[src/sv/lpm_pkg.sv]
// ----------------------------------------------------------------------------
// IPv4 longest-prefix-match package
// Shared sizes, route entry layout, request codes, sequencer states and the
// prefix mask helper for the route table block.
// ----------------------------------------------------------------------------
package lpm_pkg;

  // Table geometry
  localparam int TABLE_DEPTH = 64;
  localparam int ID_WIDTH    = 16;
  localparam int IDX_W       = $clog2(TABLE_DEPTH);
  localparam int CNT_W       = IDX_W + 1;

  // Field widths
  localparam int ADDR_W  = 32;
  localparam int LEN_W   = 6;
  localparam int MAX_LEN = 32;
  localparam int ENTRY_W = ADDR_W + LEN_W + ID_WIDTH;

  // Request codes
  localparam logic REQ_INSERT = 1'b0;
  localparam logic REQ_LOOKUP = 1'b1;

  // One stored route
  typedef struct packed {
    logic [ADDR_W-1:0]   prefix;
    logic [LEN_W-1:0]    len;
    logic [ID_WIDTH-1:0] id;
  } lpm_route_t;

  // Sequencer states, one-hot
  typedef enum logic [3:0] {
    S_IDLE   = 4'b0001,
    S_SCAN   = 4'b0010,
    S_WRITE  = 4'b0100,
    S_RESULT = 4'b1000
  } lpm_state_t;

  // Mask that keeps the top len bits of an address; len is 0..32, and zero gives an empty mask.
  function automatic logic [ADDR_W-1:0] len_mask(input logic [LEN_W-1:0] len);
    logic [LEN_W-1:0] sh;
    sh = LEN_W'(MAX_LEN) - len;
    if (len == '0) begin
      return '0;
    end
    return {ADDR_W{1'b1}} << sh;
  endfunction

endpackage

[src/sv/ipv4_longest_prefix_match.sv]
// ----------------------------------------------------------------------------
// IPv4 longest-prefix-match route table
// Stores up to 64 routes and answers longest-prefix lookups by a linear scan.
// ----------------------------------------------------------------------------
// Usage:
//   The input channel carries one request per transaction: an insert
//   (req_type 0) with address, prefix length and entry id, or a lookup
//   (req_type 1) with an address. Every request produces exactly one result
//   transaction on the output channel.
//   Each request scans the whole route table through the single read port of
//   the entry RAM, one entry per cycle; an insert with prefix length zero
//   skips the scan and goes straight to its result. The scan sets the
//   throughput: a new request is taken only after the previous result is loaded.
//   in_ready is high only while the sequencer is idle.
//   The result sits in an output register; the next request is accepted
//   while it waits, and the sequencer holds its finished result until the
//   receiver takes the previous one.
//   Reset clears all route valid bits, so the table is empty afterwards;
//   entry contents need no clearing.
// ----------------------------------------------------------------------------
module ipv4_longest_prefix_match (
  input  logic        clk,
  input  logic        rst_n,
  // Request channel
  input  logic        in_valid,
  output logic        in_ready,
  input  logic        in_req_type,
  input  logic [31:0] in_address,
  input  logic [5:0]  in_prefix_len,
  input  logic [15:0] in_entry_id,
  // Result channel
  output logic        out_valid,
  input  logic        out_ready,
  output logic        out_found,
  output logic [15:0] out_match_id,
  output logic [5:0]  out_match_len,
  output logic        out_table_full
);

  // Sequencer and scan control
  lpm_pkg::lpm_state_t                state_r, state_nxt;
  logic [lpm_pkg::CNT_W-1:0]          iss_cnt_r;
  logic                               cmp_vld_r;
  logic [lpm_pkg::IDX_W-1:0]          cmp_idx_r;

  // Request held for the duration of the scan
  logic                               req_r;
  logic [lpm_pkg::ADDR_W-1:0]         addr_r;
  logic [lpm_pkg::ADDR_W-1:0]         pfx_r;
  logic [lpm_pkg::LEN_W-1:0]          len_r;
  logic [lpm_pkg::ID_WIDTH-1:0]       id_r;

  // Scan results
  logic                               hit_found_r;
  logic [lpm_pkg::IDX_W-1:0]          hit_idx_r;
  logic                               free_found_r;
  logic [lpm_pkg::IDX_W-1:0]          free_idx_r;
  logic [lpm_pkg::LEN_W-1:0]          best_len_r;
  logic [lpm_pkg::ID_WIDTH-1:0]       best_id_r;

  // Route valid bits
  logic [lpm_pkg::TABLE_DEPTH-1:0]    route_valid_r;

  // Output register
  logic                               out_valid_r;
  logic                               out_found_r;
  logic [15:0]                        out_match_id_r;
  logic [5:0]                         out_match_len_r;
  logic                               out_table_full_r;

  // Datapath signals
  logic [lpm_pkg::LEN_W-1:0]          in_len_sat;
  logic                               issuing;
  logic                               scan_last;
  logic                               out_free;
  lpm_pkg::lpm_route_t                rd_entry;
  lpm_pkg::lpm_route_t                wr_entry;
  logic [lpm_pkg::ENTRY_W-1:0]        rd_data;
  logic                               ent_ok;
  logic                               ins_hit;
  logic                               lkp_hit;
  logic                               wr_en;
  logic [lpm_pkg::IDX_W-1:0]          wr_addr;
  logic                               res_full;

  // Handshake status
  assign in_ready  = (state_r == lpm_pkg::S_IDLE);
  assign out_free  = !out_valid_r || out_ready;
  assign in_len_sat = (in_prefix_len > 6'(lpm_pkg::MAX_LEN)) ?
                      6'(lpm_pkg::MAX_LEN) : in_prefix_len;

  // Scan addressing: one entry read per cycle, compared in the next cycle
  assign issuing   = (state_r == lpm_pkg::S_SCAN) &&
                     (iss_cnt_r != lpm_pkg::CNT_W'(lpm_pkg::TABLE_DEPTH));
  assign scan_last = cmp_vld_r &&
                     (cmp_idx_r == lpm_pkg::IDX_W'(lpm_pkg::TABLE_DEPTH - 1));

  // Table write at the end of an insert scan
  assign wr_en    = (state_r == lpm_pkg::S_WRITE) && (hit_found_r || free_found_r);
  assign wr_addr  = hit_found_r ? hit_idx_r : free_idx_r;
  assign wr_entry = '{prefix: pfx_r, len: len_r, id: id_r};

  lpm_ram #(
    .WIDTH (lpm_pkg::ENTRY_W),
    .DEPTH (lpm_pkg::TABLE_DEPTH)
  ) u_route_ram (
    .clk     (clk),
    .wr_en   (wr_en),
    .wr_addr (wr_addr),
    .wr_data (wr_entry),
    .rd_addr (iss_cnt_r[lpm_pkg::IDX_W-1:0]),
    .rd_data (rd_data)
  );

  // Shared compare unit: exact match for inserts, masked match for lookups
  always_comb begin
    rd_entry = rd_data;
    ent_ok   = cmp_vld_r && route_valid_r[cmp_idx_r];
    ins_hit  = ent_ok && (rd_entry.len == len_r) && (rd_entry.prefix == pfx_r);
    lkp_hit  = ent_ok &&
               ((addr_r & lpm_pkg::len_mask(rd_entry.len)) == rd_entry.prefix) &&
               (rd_entry.len > best_len_r);
  end

  // A dropped insert is one with a real length that found neither a slot nor a twin
  assign res_full = (req_r == lpm_pkg::REQ_INSERT) && (len_r != '0) &&
                    !hit_found_r && !free_found_r;

  // Next-state logic
  always_comb begin
    state_nxt = state_r;
    unique case (state_r)
      lpm_pkg::S_IDLE: begin
        if (in_valid) begin
          if ((in_req_type == lpm_pkg::REQ_INSERT) && (in_len_sat == '0)) begin
            state_nxt = lpm_pkg::S_RESULT;
          end else begin
            state_nxt = lpm_pkg::S_SCAN;
          end
        end
      end
      lpm_pkg::S_SCAN: begin
        if (scan_last) begin
          state_nxt = (req_r == lpm_pkg::REQ_INSERT) ? lpm_pkg::S_WRITE :
                                                       lpm_pkg::S_RESULT;
        end
      end
      lpm_pkg::S_WRITE: begin
        state_nxt = lpm_pkg::S_RESULT;
      end
      lpm_pkg::S_RESULT: begin
        if (out_free) begin
          state_nxt = lpm_pkg::S_IDLE;
        end
      end
      default: begin
        state_nxt = lpm_pkg::S_IDLE;
      end
    endcase
  end

  // Control registers
  always_ff @(posedge clk) begin
    if (!rst_n) begin
      state_r       <= lpm_pkg::S_IDLE;
      iss_cnt_r     <= '0;
      cmp_vld_r     <= 1'b0;
      route_valid_r <= '0;
      out_valid_r   <= 1'b0;
    end else begin
      state_r   <= state_nxt;
      cmp_vld_r <= issuing;
      if (in_valid && in_ready) begin
        iss_cnt_r <= '0;
      end else if (issuing) begin
        iss_cnt_r <= iss_cnt_r + 1'b1;
      end
      if (wr_en && !hit_found_r) begin
        route_valid_r[free_idx_r] <= 1'b1;
      end
      if ((state_r == lpm_pkg::S_RESULT) && out_free) begin
        out_valid_r <= 1'b1;
      end else if (out_ready) begin
        out_valid_r <= 1'b0;
      end
    end
  end

  // Request capture and scan bookkeeping
  always_ff @(posedge clk) begin
    cmp_idx_r <= iss_cnt_r[lpm_pkg::IDX_W-1:0];
    if (in_valid && in_ready) begin
      req_r        <= in_req_type;
      addr_r       <= in_address;
      len_r        <= in_len_sat;
      id_r         <= lpm_pkg::ID_WIDTH'(in_entry_id);
      pfx_r        <= in_address & lpm_pkg::len_mask(in_len_sat);
      hit_found_r  <= 1'b0;
      free_found_r <= 1'b0;
      best_len_r   <= '0;
      best_id_r    <= '0;
    end else if (state_r == lpm_pkg::S_SCAN) begin
      if (req_r == lpm_pkg::REQ_INSERT) begin
        if (ins_hit && !hit_found_r) begin
          hit_found_r <= 1'b1;
          hit_idx_r   <= cmp_idx_r;
        end
        if (cmp_vld_r && !route_valid_r[cmp_idx_r] && !free_found_r) begin
          free_found_r <= 1'b1;
          free_idx_r   <= cmp_idx_r;
        end
      end else if (lkp_hit) begin
        best_len_r <= rd_entry.len;
        best_id_r  <= rd_entry.id;
      end
    end
  end

  // Result payload
  always_ff @(posedge clk) begin
    if ((state_r == lpm_pkg::S_RESULT) && out_free) begin
      out_found_r      <= (best_len_r != '0);
      out_match_id_r   <= 16'(best_id_r);
      out_match_len_r  <= best_len_r;
      out_table_full_r <= res_full;
    end
  end

  assign out_valid      = out_valid_r;
  assign out_found      = out_found_r;
  assign out_match_id   = out_match_id_r;
  assign out_match_len  = out_match_len_r;
  assign out_table_full = out_table_full_r;

endmodule

[src/sv/lpm_ram.sv]
// ----------------------------------------------------------------------------
// Generic simple dual-port RAM
// One write port and one read port with registered read data.
// ----------------------------------------------------------------------------
module lpm_ram #(
  parameter int WIDTH = 8,
  parameter int DEPTH = 16
) (
  input  logic                     clk,
  input  logic                     wr_en,
  input  logic [$clog2(DEPTH)-1:0] wr_addr,
  input  logic [WIDTH-1:0]         wr_data,
  input  logic [$clog2(DEPTH)-1:0] rd_addr,
  output logic [WIDTH-1:0]         rd_data
);

  logic [WIDTH-1:0] mem [DEPTH];

  // Write port
  always_ff @(posedge clk) begin
    if (wr_en) begin
      mem[wr_addr] <= wr_data;
    end
  end

  // Registered read port
  always_ff @(posedge clk) begin
    rd_data <= mem[rd_addr];
  end

endmodule

[config.mk]
export PLATFORM = sky130hd
export DESIGN_NAME = ipv4_longest_prefix_match
export DESIGN_NICKNAME = d
export VERILOG_FILES = /design/src/sv/lpm_pkg.sv /design/src/sv/ipv4_longest_prefix_match.sv /design/src/sv/lpm_ram.sv
export SDC_FILE = /design/constraint.sdc
export NUM_CORES = 2
export LEC_CHECK = 0
export BUFFER_PORTS_ARGS = -buffer_cell sky130_fd_sc_hd__buf_4
export CORE_MARGIN = 2
export CORE_UTILIZATION = 30
export CTS_BUF_LIST = sky130_fd_sc_hd__clkbuf_4
export DETAILED_ROUTE_END_ITERATION = 16
export PLACE_DENSITY = 0.42
export SYNTH_ARGS = -nofsm -noshare
export SYNTH_HDL_FRONTEND = slang
export SYNTH_HIERARCHICAL = 1
export SYNTH_SLANG_ARGS = --single-unit
[constraint.sdc]
create_clock -name clk -period 6.55 [get_ports clk]
set_input_delay 0.3275 -clock clk [delete_from_list [all_inputs] [get_ports clk]]
set_output_delay 0.3275 -clock clk [all_outputs]
set_load 0.05 [all_outputs]
==> flow_summary.yaml <==
status:
  outcome: "finished with violations"
  violations: "max-capacitance violations, max-slew violations"
synth:
  synth-seq-area-share_pct: 77.33
  synth_top_area_share_pct: 75.08
  synth_nets: 6578
  ys_top_cells_by_area: "edfxtp_1, mux4_2, dfxtp_1"
  synth_cells: 6503
  ys_ff_latch: 3740
  syn-cell-area_sq_um: 143100
  synth_flop_cell: "edfxtp_1"
  synth_enable_flop_cells: 3579
  synth.avg_cell_area_sq_um: 22.01
  synth_most_common_cell: "edfxtp_1"
  synth_largest_area_cell: "edfxtp_1"
  postSynth.asyncResetShare_pct: 0
  yosysWarningCount: 6
  synthDistinctLibCells: 80
  synth_commonest_cells: "edfxtp_1, mux4_2, nor2_1"
route:
  vias_per_cell: 5.105
  routed_wl_mm: 468.1
  vias: 75770
  dr.pass1.iters: 5
  ant_nets: 0
  drc_errors: 0
  wire_per_inst_um: 31.54
  drt_iter0_drc: 7920
grt:
  grt_max_degree: 86
  antenna_found_initial: 46
  gr-usage-all-layers_pct: 19.07
  grt_first_pass_wirelength_mm: 643.1
  grt_pass1_vias: 78670
  grt_overflow: 0
clock_tree:
  post-cts-setup-buffer-count: 0
  clockRootBuffer: "clkbuf_4"
  cts_buffers: 964
  cts.sinks: 3740
  htree_levels: 6
  clock_latency_ns: 1.75
  cts_tree: "done"
  clkTransAtPathRegs_ns: 0.06
  cts_buffer_depth: 4
cells_and_area:
  finalNonFillerCells: 14840
  fin_util_pct: 35.36
  final_net_count: 7760
  area_growth_pct: 17.36
  fill_cells: 44470
  fin_area_sq_um: 168000
  final_layout_size_suffix_gt1_share_pct: 36.40
sta:
  period_needed_ns: 5.256
  timing.fmax_mhz: 190.3
  setup_viol: 0
  max-slew-margin-rel_pct: -0.08243
  fin_hold_ws_ns: 0.2937
  fin_worst_skew_ns: 0.1503
  rsz0062_at_grt: "no"
  tns_ns: 0
  drv_slew: 1
  worst_slew_pin_slew_ns: 1.480
  period_share_pct: 80.24
  finalHoldViolations: 0
  layout_setup_ws_ns: 1.294
worst_setup_path:
  worst_setup_path_end_kind: "flop"
  crit_path_max_fanout: 22
  worst_ep_required_time_ns: 8.12
  setup.worst_path.start_class: "flop"
  worstPathArrival_ns: 6.82
  critical_path_class: "reg -> reg"
placed_design:
  place_inst: 12900
  io_buffers: 84
  gp_congestion: 0.8057
  hpwl_mm: 263.2
  dp_slack_ns: 1.381
  placedInstanceArea_sq_um: 153500
floorplan:
  die_area_sq_um: 482700
  io_pins: 85
  die_width_um: 694.8
  rows: 253
  die_h_um: 694.8
  start_util_pct: 30.13
  core_sq_um: 475100
pwr:
  total_power_mw: 48.33
  power_density_nw_per_um2: 287.7
  ir_drop_mv: 0.1785
  p_leak_nw: 51.84
job:
  drv_cap: 1
min_path:
  hold_path_class: "in -> reg"
## placed cells by master, fill, tap and decap left out, types with 8 or more instances in the layout
master / instances
and3_1: 16
nor2_4: 62
o22ai_1: 175
o221ai_1: 53
nand4_1: 40
nor2b_1: 56
dlygate4sd3_1: 192
inv_1: 34
o221a_2: 9
nand2_1: 95
o31ai_1: 30
clkinv_2: 23
nand2b_1: 26
clkbuf_4: 1480
clkinvlp_4: 11
dfxtp_1: 156
xor2_1: 26
inv_6: 18
nor4_1: 14
clkinv_1: 171
mux4_2: 952
or3b_2: 8
o21ai_0: 64
buf_4: 318
nor2_1: 185
xnor2_1: 33
mux2i_1: 50
nand3_1: 21
inv_2: 8
nor3_1: 24
ha_1: 16
buf_12: 65
diode_2: 17
a21oi_1: 133
a31oi_1: 28
edfxtp_1: 3579
o21a_1: 39
mux2_2: 60
## layer usage
metal	routed length, um	GRT usage [%]	vias to the layer above
met1	202800	26.26	41520
met2	225500	31.08	2937
li1	-	-	30660
met5	166	0	-
met4	9742	4.768	24
met3	29880	3.695	637
## cell families (layout without fill, tap and decap cells)
family | Yosys count | count (layout) | synth area share, %
AOI/OAI and AO/OA | 614 | 614 | 2.835
xor gates and xnor gates | 59 | 59 | 0.3610
adders and majority gates | 16 | 16 | 0.1398
buffers and inverters | 396 | 2343 | 1.406
DFF | 3740 | 3740 | 77.33
muxes | 1063 | 1063 | 15.82
other | 0 | 17 | 0
and+or+nand+nor | 615 | 615 | 2.113
## layout make-up
type / count / area [sq um] / share of cell area, %
inverters: 35 / 136.4 / 0.08118
repair buffers: 577 / 5648 / 3.362
multi-input cells: 2367 / 30980 / 18.44
diodes: 17 / 42.54 / 0.02532
well taps: 6375 / 7976 / 4.748
flip-flops and latches: 3740 / 110700 / 65.90
clock buffers: 1480 / 11110 / 6.613
clock inverters: 251 / 1396 / 0.8311
## power breakdown
part	leakage, nW	total (mW)	switching [mW]	internal (mW)
clock network	7.46	20.3	9.78	10.5
logic	10.8	1.43	1.04	0.394
registers	33.6	26.6	0.0659	26.5
## critical path, stage by stage, from the launching register on
cell	delay, ns
dfxtp_1	0.83
inv_1	0.22
ha_1	0.47
xnor2_1	0.82
a21boi_0	0.29
o31a_1	0.33
a2bb2oi_1	0.13
a2111oi_0	0.69
o2111ai_2	0.68
o31ai_1	0.49
a21oi_1	0.12
## what timing repair did
action                    4_1_cts  5_1_grt
hold buffers                  193        0
resized for setup               0        0
hold endpoints to repair      299        0
## registers in the layout, indices dropped and copies added (netlist names), 4 cells and up
register             cells
u_route_ram/mem       3456
state_r                  4
route_valid_r           64
best_id_r               16
best_len_r               6
len_r                    6
free_idx_r               6
iss_cnt_r                7
cmp_idx_r                6
out_match_id            16
pfx_r                   32
hit_idx_r                6
addr_r                  32
id_r                    16
out_match_len            6
u_route_ram/rd_data     54
## worst paths after layout
kind                                 from           end  slack, ns  depth (start not counted)
setup / recovery  u_route_ram/rd_data[17]  best_id_r[9]       1.29                         10
hold / removal                   in_valid    state_r[3]       0.29                          7
setup reg to reg  u_route_ram/rd_data[17]  best_id_r[9]       1.29                         10
hold reg to reg              iss_cnt_r[5]  cmp_idx_r[5]       0.38                          0
Power figures use the tool's default switching activity.
